===== config.mk =====
export PLATFORM = sky130hd
export DESIGN_NAME = fingerprint_similarity_stats_flat
export DESIGN_NICKNAME = d
export VERILOG_FILES = /design/src/rtl/fss_pkg.sv /design/src/rtl/fss_if.sv /design/src/rtl/fss_front.sv /design/src/rtl/fss_queue.sv /design/src/rtl/fss_div.sv /design/src/rtl/fss_back.sv /design/src/rtl/fingerprint_similarity_stats.sv /design/src/flat_wrapper.sv
export SDC_FILE = /design/constraint.sdc
export NUM_CORES = 1
export LEC_CHECK = 0
export CAP_MARGIN = 20
export CORE_ASPECT_RATIO = 0.8
export CORE_MARGIN = 10
export CORE_UTILIZATION = 62
export DETAILED_ROUTE_END_ITERATION = 6
export DONT_BUFFER_PORTS = 1
export PLACE_DENSITY = 0.89
export SYNTH_ARGS = -nofsm -noshare
export SYNTH_HDL_FRONTEND = slang
export SYNTH_SLANG_ARGS = --single-unit

===== constraint.sdc =====
create_clock -name clk -period 10.4 [get_ports clk]
set_input_delay 0.52 -clock clk [delete_from_list [all_inputs] [get_ports clk]]
set_output_delay 0.52 -clock clk [all_outputs]
set_load 0.05 [all_outputs]

===== src/rtl/fss_pkg.sv =====
// ----------------------------------------------------------------------------
// fss_pkg
// shared widths, constants, types and bit-count helpers for the fingerprint
// similarity statistics block
// ----------------------------------------------------------------------------
package fss_pkg;

    localparam int WORD_W      = 64;
    localparam int CNT_W       = 16;
    localparam int POP_W       = $clog2(WORD_W + 1);
    localparam int Q_W         = 17;
    localparam int NUM_W       = CNT_W + Q_W;
    localparam int DIV_STEPS   = Q_W;
    localparam int DIV_CNT_W   = $clog2(DIV_STEPS + 1);
    localparam int QUEUE_DEPTH = 2;
    localparam int QUEUE_PTR_W = (QUEUE_DEPTH > 1) ? $clog2(QUEUE_DEPTH) : 1;
    localparam int QUEUE_CNT_W = $clog2(QUEUE_DEPTH + 1);

    localparam logic [CNT_W-1:0] CNT_MAX = {CNT_W{1'b1}};
    localparam logic [Q_W-1:0]   Q_ONE   = {1'b1, {(Q_W-1){1'b0}}};

    // totals of one fingerprint pair, handed from front to back
    typedef struct packed {
        logic [CNT_W-1:0] intersect_count;
        logic [CNT_W-1:0] union_count;
        logic [CNT_W-1:0] weight_a;
        logic [CNT_W-1:0] weight_b;
        logic [CNT_W-1:0] growth_count;
        logic             a_contains_b;
        logic             any_shared;
    } fss_snap_t;

    // cleared totals: nothing counted yet, containment holds
    localparam fss_snap_t SNAP_CLEAR = '{
        intersect_count: '0,
        union_count:     '0,
        weight_a:        '0,
        weight_b:        '0,
        growth_count:    '0,
        a_contains_b:    1'b1,
        any_shared:      1'b0
    };

    // tree bit count over one word
    function automatic logic [POP_W-1:0] popcount64(input logic [WORD_W-1:0] x);
        logic [WORD_W-1:0] s1;
        logic [WORD_W-1:0] s2;
        logic [WORD_W-1:0] s3;
        logic [WORD_W-1:0] s4;
        logic [WORD_W-1:0] s5;
        logic [WORD_W-1:0] s6;
        s1 = x - ((x >> 1) & 64'h5555_5555_5555_5555);
        s2 = (s1 & 64'h3333_3333_3333_3333) + ((s1 >> 2) & 64'h3333_3333_3333_3333);
        s3 = (s2 + (s2 >> 4)) & 64'h0F0F_0F0F_0F0F_0F0F;
        s4 = s3 + (s3 >> 8);
        s5 = s4 + (s4 >> 16);
        s6 = s5 + (s5 >> 32);
        return s6[POP_W-1:0];
    endfunction

    // counter add that sticks at the top of its range
    function automatic logic [CNT_W-1:0] sat_add(input logic [CNT_W-1:0] acc,
                                                 input logic [POP_W-1:0] inc);
        logic [CNT_W:0] sum;
        sum = {1'b0, acc} + {{(CNT_W+1-POP_W){1'b0}}, inc};
        return sum[CNT_W] ? CNT_MAX : sum[CNT_W-1:0];
    endfunction

endpackage


===== src/rtl/fss_if.sv =====
// ----------------------------------------------------------------------------
// fss_pair_if / fss_stats_if
// valid-ready channels for word pairs in and similarity results out
// ----------------------------------------------------------------------------
interface fss_pair_if;
    logic                        valid;
    logic                        ready;
    logic [fss_pkg::WORD_W-1:0]  word_a;
    logic [fss_pkg::WORD_W-1:0]  word_b;
    logic                        last;

    modport source (output valid, output word_a, output word_b, output last,
                    input ready);
    modport sink   (input valid, input word_a, input word_b, input last,
                    output ready);
endinterface

interface fss_stats_if;
    logic                       valid;
    logic                       ready;
    logic [fss_pkg::CNT_W-1:0]  intersect_count;
    logic [fss_pkg::CNT_W-1:0]  union_count;
    logic [fss_pkg::CNT_W-1:0]  weight_a;
    logic [fss_pkg::CNT_W-1:0]  weight_b;
    logic [fss_pkg::CNT_W-1:0]  growth_count;
    logic                       a_contains_b;
    logic                       any_shared;
    logic [fss_pkg::Q_W-1:0]    tanimoto;
    logic [fss_pkg::Q_W-1:0]    dice;

    modport source (output valid, output intersect_count, output union_count,
                    output weight_a, output weight_b, output growth_count,
                    output a_contains_b, output any_shared, output tanimoto,
                    output dice, input ready);
    modport sink   (input valid, input intersect_count, input union_count,
                    input weight_a, input weight_b, input growth_count,
                    input a_contains_b, input any_shared, input tanimoto,
                    input dice, output ready);
endinterface


===== src/rtl/fss_front.sv =====
// ----------------------------------------------------------------------------
// fss_front
// accepts word pairs, accumulates bit counts and flags, pushes totals on last
// ----------------------------------------------------------------------------
module fss_front (
    input  logic                 clk,
    input  logic                 rst_n,
    fss_pair_if.sink             pairs,
    output logic                 push_valid,
    input  logic                 push_ready,
    output fss_pkg::fss_snap_t   push_data
);

    fss_pkg::fss_snap_t acc_reg;
    fss_pkg::fss_snap_t acc_next;
    fss_pkg::fss_snap_t sum;
    logic [fss_pkg::WORD_W-1:0] both;
    logic [fss_pkg::WORD_W-1:0] extra;
    logic accept;

    assign pairs.ready = push_ready;
    assign accept      = pairs.valid && pairs.ready;

    always_comb
    begin
        both  = pairs.word_a & pairs.word_b;
        extra = pairs.word_b & ~pairs.word_a;

        sum.intersect_count = fss_pkg::sat_add(acc_reg.intersect_count,
                                               fss_pkg::popcount64(both));
        sum.union_count     = fss_pkg::sat_add(acc_reg.union_count,
                                 fss_pkg::popcount64(pairs.word_a | pairs.word_b));
        sum.weight_a        = fss_pkg::sat_add(acc_reg.weight_a,
                                               fss_pkg::popcount64(pairs.word_a));
        sum.weight_b        = fss_pkg::sat_add(acc_reg.weight_b,
                                               fss_pkg::popcount64(pairs.word_b));
        sum.growth_count    = fss_pkg::sat_add(acc_reg.growth_count,
                                               fss_pkg::popcount64(extra));
        sum.a_contains_b    = acc_reg.a_contains_b && (extra == '0);
        sum.any_shared      = acc_reg.any_shared || (both != '0);

        acc_next = acc_reg;
        if (accept)
        begin
            if (pairs.last)
            begin
                acc_next = fss_pkg::SNAP_CLEAR;
            end
            else
            begin
                acc_next = sum;
            end
        end
    end

    assign push_valid = accept && pairs.last;
    assign push_data  = sum;

    always_ff @(posedge clk or negedge rst_n)
    begin
        if (!rst_n)
        begin
            acc_reg <= fss_pkg::SNAP_CLEAR;
        end
        else
        begin
            acc_reg <= acc_next;
        end
    end

endmodule


===== src/rtl/fss_queue.sv =====
// ----------------------------------------------------------------------------
// fss_queue
// short first-in first-out buffer of fingerprint totals between front and back
// ----------------------------------------------------------------------------
module fss_queue (
    input  logic                 clk,
    input  logic                 rst_n,
    input  logic                 push_valid,
    output logic                 push_ready,
    input  fss_pkg::fss_snap_t   push_data,
    output logic                 pop_valid,
    input  logic                 pop_ready,
    output fss_pkg::fss_snap_t   pop_data
);

    localparam logic [fss_pkg::QUEUE_PTR_W-1:0] PTR_LAST =
        fss_pkg::QUEUE_PTR_W'(fss_pkg::QUEUE_DEPTH - 1);
    localparam logic [fss_pkg::QUEUE_CNT_W-1:0] CNT_FULL =
        fss_pkg::QUEUE_CNT_W'(fss_pkg::QUEUE_DEPTH);

    fss_pkg::fss_snap_t entry_reg [fss_pkg::QUEUE_DEPTH];
    logic [fss_pkg::QUEUE_PTR_W-1:0] wr_ptr_reg;
    logic [fss_pkg::QUEUE_PTR_W-1:0] wr_ptr_next;
    logic [fss_pkg::QUEUE_PTR_W-1:0] rd_ptr_reg;
    logic [fss_pkg::QUEUE_PTR_W-1:0] rd_ptr_next;
    logic [fss_pkg::QUEUE_CNT_W-1:0] count_reg;
    logic [fss_pkg::QUEUE_CNT_W-1:0] count_next;
    logic do_push;
    logic do_pop;

    assign push_ready = (count_reg != CNT_FULL);
    assign pop_valid  = (count_reg != '0);
    assign pop_data   = entry_reg[rd_ptr_reg];
    assign do_push    = push_valid && push_ready;
    assign do_pop     = pop_valid && pop_ready;

    always_comb
    begin
        wr_ptr_next = wr_ptr_reg;
        rd_ptr_next = rd_ptr_reg;
        count_next  = count_reg;
        if (do_push)
        begin
            wr_ptr_next = (wr_ptr_reg == PTR_LAST) ? '0 : wr_ptr_reg + 1'b1;
        end
        if (do_pop)
        begin
            rd_ptr_next = (rd_ptr_reg == PTR_LAST) ? '0 : rd_ptr_reg + 1'b1;
        end
        if (do_push && !do_pop)
        begin
            count_next = count_reg + 1'b1;
        end
        else if (do_pop && !do_push)
        begin
            count_next = count_reg - 1'b1;
        end
    end

    always_ff @(posedge clk or negedge rst_n)
    begin
        if (!rst_n)
        begin
            wr_ptr_reg <= '0;
            rd_ptr_reg <= '0;
            count_reg  <= '0;
        end
        else
        begin
            wr_ptr_reg <= wr_ptr_next;
            rd_ptr_reg <= rd_ptr_next;
            count_reg  <= count_next;
        end
    end

    always_ff @(posedge clk)
    begin
        if (do_push)
        begin
            entry_reg[wr_ptr_reg] <= push_data;
        end
    end

endmodule


===== src/rtl/fss_div.sv =====
// ----------------------------------------------------------------------------
// fss_div
// restoring divider, one quotient bit per cycle, for the Q1.16 ratios
// ----------------------------------------------------------------------------
module fss_div (
    input  logic                        clk,
    input  logic                        rst_n,
    input  logic                        start,
    input  logic [fss_pkg::NUM_W-1:0]   numer,
    input  logic [fss_pkg::Q_W-1:0]     denom,
    output logic                        busy,
    output logic [fss_pkg::Q_W-1:0]     quotient
);

    logic [fss_pkg::DIV_CNT_W-1:0] cnt_reg;
    logic [fss_pkg::DIV_CNT_W-1:0] cnt_next;
    logic [fss_pkg::Q_W-1:0] rem_reg;
    logic [fss_pkg::Q_W-1:0] rem_next;
    logic [fss_pkg::Q_W-1:0] num_reg;
    logic [fss_pkg::Q_W-1:0] num_next;
    logic [fss_pkg::Q_W-1:0] den_reg;
    logic [fss_pkg::Q_W-1:0] den_next;
    logic [fss_pkg::Q_W-1:0] quo_reg;
    logic [fss_pkg::Q_W-1:0] quo_next;
    logic [fss_pkg::Q_W:0]   trial;
    logic [fss_pkg::Q_W:0]   diff;
    logic                    fits;

    assign busy     = (cnt_reg != '0);
    assign quotient = quo_reg;

    always_comb
    begin
        trial = {rem_reg, num_reg[fss_pkg::Q_W-1]};
        diff  = trial - {1'b0, den_reg};
        fits  = (trial >= {1'b0, den_reg});

        cnt_next = cnt_reg;
        rem_next = rem_reg;
        num_next = num_reg;
        den_next = den_reg;
        quo_next = quo_reg;
        if (start)
        begin
            // upper part is below the divisor whenever the quotient fits
            cnt_next = fss_pkg::DIV_CNT_W'(fss_pkg::DIV_STEPS);
            rem_next = {1'b0, numer[fss_pkg::NUM_W-1:fss_pkg::Q_W]};
            num_next = numer[fss_pkg::Q_W-1:0];
            den_next = denom;
            quo_next = '0;
        end
        else if (busy)
        begin
            cnt_next = cnt_reg - 1'b1;
            rem_next = fits ? diff[fss_pkg::Q_W-1:0] : trial[fss_pkg::Q_W-1:0];
            num_next = {num_reg[fss_pkg::Q_W-2:0], 1'b0};
            quo_next = {quo_reg[fss_pkg::Q_W-2:0], fits};
        end
    end

    always_ff @(posedge clk or negedge rst_n)
    begin
        if (!rst_n)
        begin
            cnt_reg <= '0;
        end
        else
        begin
            cnt_reg <= cnt_next;
        end
    end

    always_ff @(posedge clk)
    begin
        rem_reg <= rem_next;
        num_reg <= num_next;
        den_reg <= den_next;
        quo_reg <= quo_next;
    end

endmodule


===== src/rtl/fss_back.sv =====
// ----------------------------------------------------------------------------
// fss_back
// takes totals from the queue, forms both ratios and holds the result word
// ----------------------------------------------------------------------------
module fss_back (
    input  logic                 clk,
    input  logic                 rst_n,
    input  logic                 pop_valid,
    output logic                 pop_ready,
    input  fss_pkg::fss_snap_t   pop_data,
    fss_stats_if.source          stats
);

    typedef enum logic [2:0] {
        ST_IDLE = 3'b001,
        ST_DIV  = 3'b010,
        ST_HOLD = 3'b100
    } state_t;

    state_t state_reg;
    state_t state_next;
    fss_pkg::fss_snap_t snap_reg;
    fss_pkg::fss_snap_t snap_next;
    logic out_valid_reg;
    logic out_valid_next;
    fss_pkg::fss_snap_t out_snap_reg;
    logic [fss_pkg::Q_W-1:0] out_tan_reg;
    logic [fss_pkg::Q_W-1:0] out_dice_reg;
    logic load_out;
    logic start;
    logic tan_busy;
    logic dice_busy;
    logic [fss_pkg::Q_W-1:0] tan_quo;
    logic [fss_pkg::Q_W-1:0] dice_quo;
    logic [fss_pkg::Q_W-1:0] tan_val;
    logic [fss_pkg::Q_W-1:0] dice_val;
    logic [fss_pkg::Q_W-1:0] tan_den;
    logic [fss_pkg::Q_W-1:0] dice_den;
    logic [fss_pkg::Q_W-1:0] held_tan_den;
    logic [fss_pkg::Q_W-1:0] held_dice_den;

    assign tan_den  = {1'b0, pop_data.union_count};
    assign dice_den = {1'b0, pop_data.weight_a} + {1'b0, pop_data.weight_b};
    assign held_tan_den  = {1'b0, snap_reg.union_count};
    assign held_dice_den = {1'b0, snap_reg.weight_a} + {1'b0, snap_reg.weight_b};

    fss_div u_tan_div (
        .clk      (clk),
        .rst_n    (rst_n),
        .start    (start),
        .numer    ({1'b0, pop_data.intersect_count, {(fss_pkg::Q_W-1){1'b0}}}),
        .denom    (tan_den),
        .busy     (tan_busy),
        .quotient (tan_quo)
    );

    fss_div u_dice_div (
        .clk      (clk),
        .rst_n    (rst_n),
        .start    (start),
        .numer    ({pop_data.intersect_count, {fss_pkg::Q_W{1'b0}}}),
        .denom    (dice_den),
        .busy     (dice_busy),
        .quotient (dice_quo)
    );

    // empty union reads as 1.0, zero weight sum as 0
    always_comb
    begin
        if (held_tan_den == '0)
        begin
            tan_val = fss_pkg::Q_ONE;
        end
        else if (tan_quo > fss_pkg::Q_ONE)
        begin
            tan_val = fss_pkg::Q_ONE;
        end
        else
        begin
            tan_val = tan_quo;
        end

        if (held_dice_den == '0)
        begin
            dice_val = '0;
        end
        else if (dice_quo > fss_pkg::Q_ONE)
        begin
            dice_val = fss_pkg::Q_ONE;
        end
        else
        begin
            dice_val = dice_quo;
        end
    end

    assign pop_ready = (state_reg == ST_IDLE);
    assign start     = pop_valid && pop_ready;
    assign load_out  = (state_reg == ST_HOLD) && (!out_valid_reg || stats.ready);

    always_comb
    begin
        state_next     = state_reg;
        snap_next      = snap_reg;
        out_valid_next = out_valid_reg;
        if (out_valid_reg && stats.ready)
        begin
            out_valid_next = 1'b0;
        end
        unique case (state_reg)
            ST_IDLE:
            begin
                if (start)
                begin
                    snap_next  = pop_data;
                    state_next = ST_DIV;
                end
            end
            ST_DIV:
            begin
                if (!tan_busy && !dice_busy)
                begin
                    state_next = ST_HOLD;
                end
            end
            ST_HOLD:
            begin
                if (load_out)
                begin
                    out_valid_next = 1'b1;
                    state_next     = ST_IDLE;
                end
            end
            default:
            begin
                state_next = ST_IDLE;
            end
        endcase
    end

    always_ff @(posedge clk or negedge rst_n)
    begin
        if (!rst_n)
        begin
            state_reg     <= ST_IDLE;
            out_valid_reg <= 1'b0;
        end
        else
        begin
            state_reg     <= state_next;
            out_valid_reg <= out_valid_next;
        end
    end

    always_ff @(posedge clk)
    begin
        snap_reg <= snap_next;
        if (load_out)
        begin
            out_snap_reg <= snap_reg;
            out_tan_reg  <= tan_val;
            out_dice_reg <= dice_val;
        end
    end

    assign stats.valid           = out_valid_reg;
    assign stats.intersect_count = out_snap_reg.intersect_count;
    assign stats.union_count     = out_snap_reg.union_count;
    assign stats.weight_a        = out_snap_reg.weight_a;
    assign stats.weight_b        = out_snap_reg.weight_b;
    assign stats.growth_count    = out_snap_reg.growth_count;
    assign stats.a_contains_b    = out_snap_reg.a_contains_b;
    assign stats.any_shared      = out_snap_reg.any_shared;
    assign stats.tanimoto        = out_tan_reg;
    assign stats.dice            = out_dice_reg;

endmodule


===== src/rtl/fingerprint_similarity_stats.sv =====
// ----------------------------------------------------------------------------
// fingerprint_similarity_stats
// bit-count statistics and Tanimoto / Dice similarity of two fingerprints
// ----------------------------------------------------------------------------
// throughput: one word pair per cycle; the front stalls only while two
//   finished fingerprints still wait in the queue for the back end
// result path: after its last pair is accepted, a fingerprint's totals pass the queue,
//   the 17-step one-bit-per-cycle dividers, the hold state and the result register
// back end: takes a new fingerprint from the queue only once the last one has left the hold state
// reset: asynchronous, clears counters (containment flag to 1) and the queue
module fingerprint_similarity_stats (
    input  logic         clk,
    input  logic         rst_n,
    fss_pair_if.sink     pairs,
    fss_stats_if.source  stats
);

    // totals of one finished fingerprint pair, front to queue
    logic               push_valid;
    logic               push_ready;
    fss_pkg::fss_snap_t push_data;

    // queue to back end
    logic               pop_valid;
    logic               pop_ready;
    fss_pkg::fss_snap_t pop_data;

    // front: popcount tree and saturating accumulators, one pair a cycle while the queue has room
    fss_front u_front (
        .clk        (clk),
        .rst_n      (rst_n),
        .pairs      (pairs),
        .push_valid (push_valid),
        .push_ready (push_ready),
        .push_data  (push_data)
    );

    // decouples word intake from the long divide
    fss_queue u_queue (
        .clk        (clk),
        .rst_n      (rst_n),
        .push_valid (push_valid),
        .push_ready (push_ready),
        .push_data  (push_data),
        .pop_valid  (pop_valid),
        .pop_ready  (pop_ready),
        .pop_data   (pop_data)
    );

    // back: both ratios in parallel, then the registered result word
    fss_back u_back (
        .clk       (clk),
        .rst_n     (rst_n),
        .pop_valid (pop_valid),
        .pop_ready (pop_ready),
        .pop_data  (pop_data),
        .stats     (stats)
    );

endmodule


===== src/flat_wrapper.sv =====
// flat-port wrapper written by rule: the top's interface ports become plain ports
module fingerprint_similarity_stats_flat 
  (clk, rst_n, pairs_valid, pairs_word_a, pairs_word_b, pairs_last, pairs_ready, stats_valid, stats_intersect_count, stats_union_count, stats_weight_a, stats_weight_b, stats_growth_count, stats_a_contains_b, stats_any_shared, stats_tanimoto, stats_dice, stats_ready);
  fss_pair_if pairs_i ();
  fss_stats_if stats_i ();
  input  logic clk;
  input  logic rst_n;
  input wire logic [$bits(pairs_i.valid)-1:0] pairs_valid;
  input wire logic [$bits(pairs_i.word_a)-1:0] pairs_word_a;
  input wire logic [$bits(pairs_i.word_b)-1:0] pairs_word_b;
  input wire logic [$bits(pairs_i.last)-1:0] pairs_last;
  output wire logic [$bits(pairs_i.ready)-1:0] pairs_ready;
  output wire logic [$bits(stats_i.valid)-1:0] stats_valid;
  output wire logic [$bits(stats_i.intersect_count)-1:0] stats_intersect_count;
  output wire logic [$bits(stats_i.union_count)-1:0] stats_union_count;
  output wire logic [$bits(stats_i.weight_a)-1:0] stats_weight_a;
  output wire logic [$bits(stats_i.weight_b)-1:0] stats_weight_b;
  output wire logic [$bits(stats_i.growth_count)-1:0] stats_growth_count;
  output wire logic [$bits(stats_i.a_contains_b)-1:0] stats_a_contains_b;
  output wire logic [$bits(stats_i.any_shared)-1:0] stats_any_shared;
  output wire logic [$bits(stats_i.tanimoto)-1:0] stats_tanimoto;
  output wire logic [$bits(stats_i.dice)-1:0] stats_dice;
  input wire logic [$bits(stats_i.ready)-1:0] stats_ready;
  assign pairs_i.valid = pairs_valid;
  assign pairs_i.word_a = pairs_word_a;
  assign pairs_i.word_b = pairs_word_b;
  assign pairs_i.last = pairs_last;
  assign pairs_ready = pairs_i.ready;
  assign stats_valid = stats_i.valid;
  assign stats_intersect_count = stats_i.intersect_count;
  assign stats_union_count = stats_i.union_count;
  assign stats_weight_a = stats_i.weight_a;
  assign stats_weight_b = stats_i.weight_b;
  assign stats_growth_count = stats_i.growth_count;
  assign stats_a_contains_b = stats_i.a_contains_b;
  assign stats_any_shared = stats_i.any_shared;
  assign stats_tanimoto = stats_i.tanimoto;
  assign stats_dice = stats_i.dice;
  assign stats_i.ready = stats_ready;
  fingerprint_similarity_stats u_core (.clk(clk), .rst_n(rst_n), .pairs(pairs_i), .stats(stats_i));
endmodule

==> impl_metrics.csv, run 1 <==
group,metric,value,unit
sta,setup_violations,0,
route,drt_pre_antenna_iters,7,
sta,rsz0062_at_grt,"no",
clock_network,clock-sinks,548,
final_layout,fin_area,57800,sq um
synthesis,synthCells,5863,
route,drt-total-wl,158000,um
global_routing,antenna_found_initial,10,
setup_path,max_stage_delay,0.63,ns
synthesis,yosysMostFrequentCell,"ha_1",
clock_network,cts_htree_levels,2,
route,ant_nets,0,
global_routing,grt_pass1_wl,243000,um
synthesis,synth_warnings,0,
sta,clock_skew,0.0280,ns
placement,port_buffers,0,
setup_path,crit_slowest_cell,"fa_1",
sta,fmax,103,MHz
sta,period_needed,9.68,ns
sta,final.period_utilization,93.1,%
sta,tightest_slew,1.12,ns
die,die_height,286,um
synthesis,synth_edf_count,411,
placement,placed_area,56000,sq um
die,dieWidth,353,um
route,via_per_inst,6.40,
sta,drv_slew,0,
global_routing,grt_use_total,29.9,%
clock_network,cts_setup_buffers,0,
setup_path,critPathRequiredTime,10.94,ns
synthesis,synth_top_area_share,22.5,%
final_layout,largest_reg_flops,164,
synthesis,yosysTopAreaCell,"edfxtp_1",
synthesis,synthTopCellsByArea,"edfxtp_1 23%, ha_1 20%, xnor2_1 6.0%",
synthesis,synthArstFlopShare,18.2,%
synthesis,syn_nets,7042,
run_status,violations,"DRC",
route,drt_iter0_markers,4794,
clock_network,worstSkewPairLatency,0.60,ns
job,cap_violations,0,
route,post_drt_wl_per_cell,22.4,um
die,initial_core_util,62.6,%
clock_network,cts.clk_slew.worst_paths,0.07,ns
synthesis,synth-main-ff-cell,"edfxtp_1",
final_layout,finalNetCount,6976,
clock_network,max-clock-path-buffers,3,
synthesis,netlist_area,54800,sq um
setup_path,cp_common_cell,"inv_1",
run_status,run_status,"complete, but fails checks",
final_layout,antennaDiodeCount,0,
die,dieArea,101000,sq um
setup_path,end_kind,"register",
final_layout,layout-drive-gt1-share,4.69,%
setup_path,path_class,"in2reg",
sta,finalHoldViolCount,0,
final_layout,area_growth,5.33,%
sta,maxSlewHeadroom,25.4,%
global_routing,grt_pass1_vias,44213,
route,drc,7,
hold_path,min-delay-path-class,"in2reg",
setup_path,arrival,10.22,ns
clock_network,cts_root_buffer,"clkbuf_16",
setup_path,startpoint_type,"input port",
clock_network,cts_buffers,48,
clock_network,cts_tree,"built",
global_routing,overflow,0,
synthesis,synth-seq-cells,548,
synthesis,syn_avg_cell_area,9.35,sq um
setup_path,r2r_slack,5.64,ns
synthesis,synthTopCellsByCount,"882 x ha_1, 596 x inv_1, 452 x nand2_1",
synthesis,yosysUniqueCellTypes,105,
placement,routabilityCongestion,1.04,
die,rows,97,
die,ios,251,
sta,setup_tns,0,ns
die,core,87600,sq um
global_routing,grt_max_degree,101,
placement,dpl.hpwl,127000,um
setup_path,cp_max_fo,14,
synthesis,yosysSeqAreaShare,28.4,%
route,num_vias,44972,
==> final cells by class <==
| type | count | area (sq um) |
|---|---|---|
| Tap cell | 1188 | 1490 |
| Clock buffer | 69 | 1350 |
| Timing Repair Buffer | 25 | 218 |
| Sequential cell | 548 | 15600 |
| Multi-Input combinational cell | 4572 | 36500 |
| Clock inverter | 21 | 373 |
| Inverter | 602 | 2260 |
| Fill cell | 6767 | 29900 |
==> worst max-delay path: cells and delay by family <==
family                   cells  cell delay, ns
AO/OA/AOI/OAI               14            3.56
AND/OR/NAND/NOR              5            1.51
buffers and inverters        7            1.00
adder cells (fa/ha/maj)      7            3.11
XOR/XNOR                     3            0.49
==> what timing repair did <==
item,in CTS,in global routing
hold endpoints to repair,100,0
hold buffers,2,0
gates resized for setup,0,0
==> per-stage QoR <==
| step | hold WS (ns) | worst slack (ns) | std cells | utilization [%] |
|---|---|---|---|---|
| floorplan | 0.224 | 1.67 | 5863 | - |
| global placement | 0.230 | 0.766 | 6932 | 63.9 |
| detailed placement | 0.229 | 0.423 | 6932 | 63.9 |
| CTS | 0.103 | 0.927 | 7024 | 65.9 |
| global route | 0.131 | 0.207 | 7025 | 65.9 |
| finish | 0.139 | 0.719 | 7025 | 65.9 |
==> logic make-up after synthesis <==
family / count (synthesis) / share of synthesized area [%]
muxes: 98 / 1.98
and+or+nand+nor: 1491 / 13.2
adders and majority gates: 1046 / 26.1
AOI/OAI and AO/OA: 1417 / 16.8
xor gates and xnor gates: 520 / 8.31
buffers and inverters: 743 / 5.13
DFF: 548 / 28.4
==> final timing paths <==
path                                                        from                                             end  cells past startpoint
max                                             pairs_word_b[13]           u_core.u_front.acc_reg[9]$_DFFE_PN0P_                     36
min                                                   pairs_last          u_core.u_front.acc_reg[33]$_DFFE_PN0P_                      2
max reg2reg                u_core.u_queue.rd_ptr_reg$_DFFE_PN0P_  u_core.u_back.u_dice_div.den_reg[16]$_DFFE_PP_                     15
min reg2reg                  u_core.u_back.snap_reg[6]$_DFFE_PP_   u_core.u_back.stats.growth_count[4]$_DFFE_PP_                      0
max in group asynchronous                                  rst_n           u_core.u_queue.rd_ptr_reg$_DFFE_PN0P_                      2
min in group asynchronous                                  rst_n          u_core.u_front.acc_reg[12]$_DFFE_PN0P_                      2
==> layer usage <==
layer / vias to the layer above / GRT usage [%] / share of wire, %
met4: 12 / 10.3 / 4.0
met2: 2295 / 49.0 / 45
li1: 20650 / - / -
met5: - / 0 / 0.051
met1: 21606 / 39.3 / 41
met3: 409 / 6.04 / 10
==> cells in the final DEF (no fill, tap or decap), drive strengths merged, types with 15 or more instances in the layout <==
| cell | netlist | routed |
|---|---|---|
| or4 | 30 | 30 |
| nand2b | 81 | 81 |
| ha | 882 | 882 |
| and3 | 54 | 54 |
| a31o | 25 | 25 |
| nand3 | 94 | 94 |
| o31ai | 21 | 21 |
| nor4 | 64 | 64 |
| dfrtp | 98 | 98 |
| nor2 | 355 | 355 |
| o21ai | 272 | 272 |
| a21oi | 445 | 445 |
| mux2 | 83 | 83 |
| o41ai | 15 | 15 |
| nor3 | 103 | 103 |
| o21a | 31 | 31 |
| xor2 | 144 | 144 |
| o21bai | 45 | 45 |
| nand4 | 54 | 54 |
| xnor2 | 376 | 376 |
| fa | 164 | 164 |
| nor2b | 75 | 75 |
| a211oi | 54 | 54 |
| buf | 27 | 24 |
| o211ai | 24 | 24 |
| or3 | 16 | 16 |
| and2 | 36 | 36 |
| edfxtp | 411 | 411 |
| nand2 | 452 | 452 |
| a21o | 205 | 205 |
| inv | 601 | 601 |
| mux2i | 15 | 15 |
| nand3b | 18 | 18 |
| or2 | 19 | 19 |
| a22o | 44 | 44 |
| a21boi | 44 | 44 |
| clkbuf | 114 | 69 |
| dfxtp | 37 | 37 |
| a31oi | 57 | 57 |
Power of run 1 is not shown: default switching activity piles up to over one toggle a cycle in this logic, so the estimate is an artifact.
==> run 2: changes to the inputs <==
- GPL_ROUTABILITY_DRIVEN: default -> 0
- REMOVE_ABC_BUFFERS: default -> 1
==> run 2 against run 1 <==
  * Hold slack got worse by 0.0010 ns
  * Worst setup slack improved by 0.17 ns
  * Highest routed layer unchanged
  * The run now ends clean
  * Design area decreased by 0.37%
  * Sequential cell count unchanged
==> impl_metrics.csv, run 2 (same netlist as run 1, synthesis figures left out) <==
group,metric,value,unit
setup_path,startpoint_type,"input port",
clock_network,max-clock-path-buffers,3,
sta,rsz0062_at_grt,"no",
final_layout,utilization,65.7,%
setup_path,arrival,10.02,ns
final_layout,seqCellArea,15600,sq um
setup_path,crit_slowest_cell,"nand3_1",
route,ant_nets,0,
global_routing,grt_pass1_wl,234000,um
global_routing,grt_max_degree,101,
clock_network,worstSkewPairLatency,0.58,ns
placement,post-place-ws,0.544,ns
setup_path,end_kind,"register",
clock_network,cts_htree_levels,2,
die,dieArea,101000,sq um
final_layout,finalNetCount,6975,
placement,dpl.hpwl,121000,um
final_layout,final_common_cell,"ha_1",
hold_path,hold_end,"u_core.u_front.acc_reg[15]$_DFFE_PN0P_",
sta,final.period_utilization,91.5,%
sta,setup_violations,0,
sta,period_needed,9.52,ns
sta,fmax,105,MHz
final_layout,largest_reg_flops,164,
setup_path,cp_max_fo,21,
final_layout,fillCellCount,6616,
global_routing,antenna_found_initial,3,
hold_path,holdPathStages,2,
sta,tightest_slew,1.07,ns
sta,worst_slack,0.884,ns
sta,drv_slew,0,
sta,finalHoldViolCount,0,
sta,maxSlewHeadroom,28.7,%
die,dieWidth,353,um
job,cap_violations,0,
clock_network,cts.clk_slew.worst_paths,0.07,ns
route,post_drt_wl_per_cell,21.4,um
route,drt-total-wl,150000,um
placement,port_buffers,0,
setup_path,r2r_cells,14,
final_layout,final_cell_mix,"882 x ha_1, 595 x inv_1, 451 x nand2_1",
final_layout,layout-drive-gt1-share,4.68,%
die,die_height,286,um
setup_path,r2r-start,"u_core.u_queue.rd_ptr_reg$_DFFE_PN0P_",
global_routing,overflow,0,
route,via_per_inst,6.40,
sta,setup_tns,0,ns
setup_path,path_delay_family,"compound AO/OA/AOI/OAI gates",
die,core,87600,sq um
hold_path,hold_path.startpoint,"pairs_last",
setup_path,critPathBufInv,5,
setup_path,r2r_slack,5.52,ns
clock_network,cts_root_buffer,"clkbuf_16",
setup_path,path_class,"in2reg",
clock_network,cts_buffers,48,
setup_path,r2r-end,"u_core.u_back.u_dice_div.den_reg[15]$_DFFE_PP_",
clock_network,cts_tree,"built",
global_routing,grt_use_total,28.4,%
die,rows,97,
hold_path,min-delay-path-class,"in2reg",
route,num_vias,44957,
clock_network,clock-sinks,548,
route,drt_pre_antenna_iters,7,
global_routing,grt_pass1_vias,44097,
die,ios,251,
final_layout,multi_input_area,36500,sq um
run_status,run_status,"complete, no violations",
die,initial_core_util,62.6,%
setup_path,critPathRequiredTime,10.90,ns
route,drc,0,
route,drt_iter0_markers,5039,
clock_network,postCtsResizedCells,0,
setup_path,max_stage_delay,0.70,ns
sta,clock_skew,0.0257,ns
final_layout,area_growth,4.94,%
run 2: cell count changes in the layout (fill, tap and decap cells not counted), sizes merged:
cell	change
bufinv	-8
diode	+1
clkinv	+6
inv	+1
clkinvlp	-1
clkbuf	+2
buf	-2
run 2: worst max-delay path by stage:
stage,start,endpoint,slack (ns),depth (start not counted)
global placement,pairs_word_b[10],u_core.u_front.acc_reg[23]$_DFFE_PN0P_,0.92,32
floorplan,pairs_word_a[19],u_core.u_front.acc_reg[52]$_DFFE_PN0P_,2.13,29
CTS,pairs_word_b[11],u_core.u_front.acc_reg[12]$_DFFE_PN0P_,1.08,35
finish,pairs_word_b[11],u_core.u_front.acc_reg[12]$_DFFE_PN0P_,0.88,35
detailed placement,pairs_word_b[10],u_core.u_front.acc_reg[21]$_DFFE_PN0P_,0.54,32
global route,pairs_word_b[11],u_core.u_front.acc_reg[12]$_DFFE_PN0P_,0.15,35
run 2: final cells by class:
type | count | share of cell area (%)
sequential | 548 | 27.1
clock buffer | 70 | 2.39
tap | 1188 | 2.58
multi-input combinational | 4572 | 63.4
antenna | 1 | 0.00435
timing repair buffer | 24 | 0.378
clock inverter | 19 | 0.233
inverter | 602 | 3.94
run 2: per-stage QoR:
stage | std cells | area [sq um] | hold WS (ns)
finish | 7024 | 57500 | 0.138
global route | 7023 | 57500 | 0.115
CTS | 7022 | 57500 | 0.110
detailed placement | 6931 | 56000 | 0.231
global placement | 6930 | 56000 | 0.232
floorplan | 5722 | 54300 | 0.224
run 2: metal layers:
layer	share of wire, %	global-route usage, %	vias to the layer above	wire length (um)
met4	5.6	13.5	10	8390
met2	45	46.2	2482	67300
met1	38	35.7	21310	57300
li1	-	-	20637	-
met3	11	6.31	518	17000
met5	0.053	0	-	80
run 2: what timing repair did:
item,4_1_cts,5_1_grt
hold buffers,2,0
hold endpoints to repair,100,0
buffers inserted,0,0
Power of run 2 is left out for the same reason.
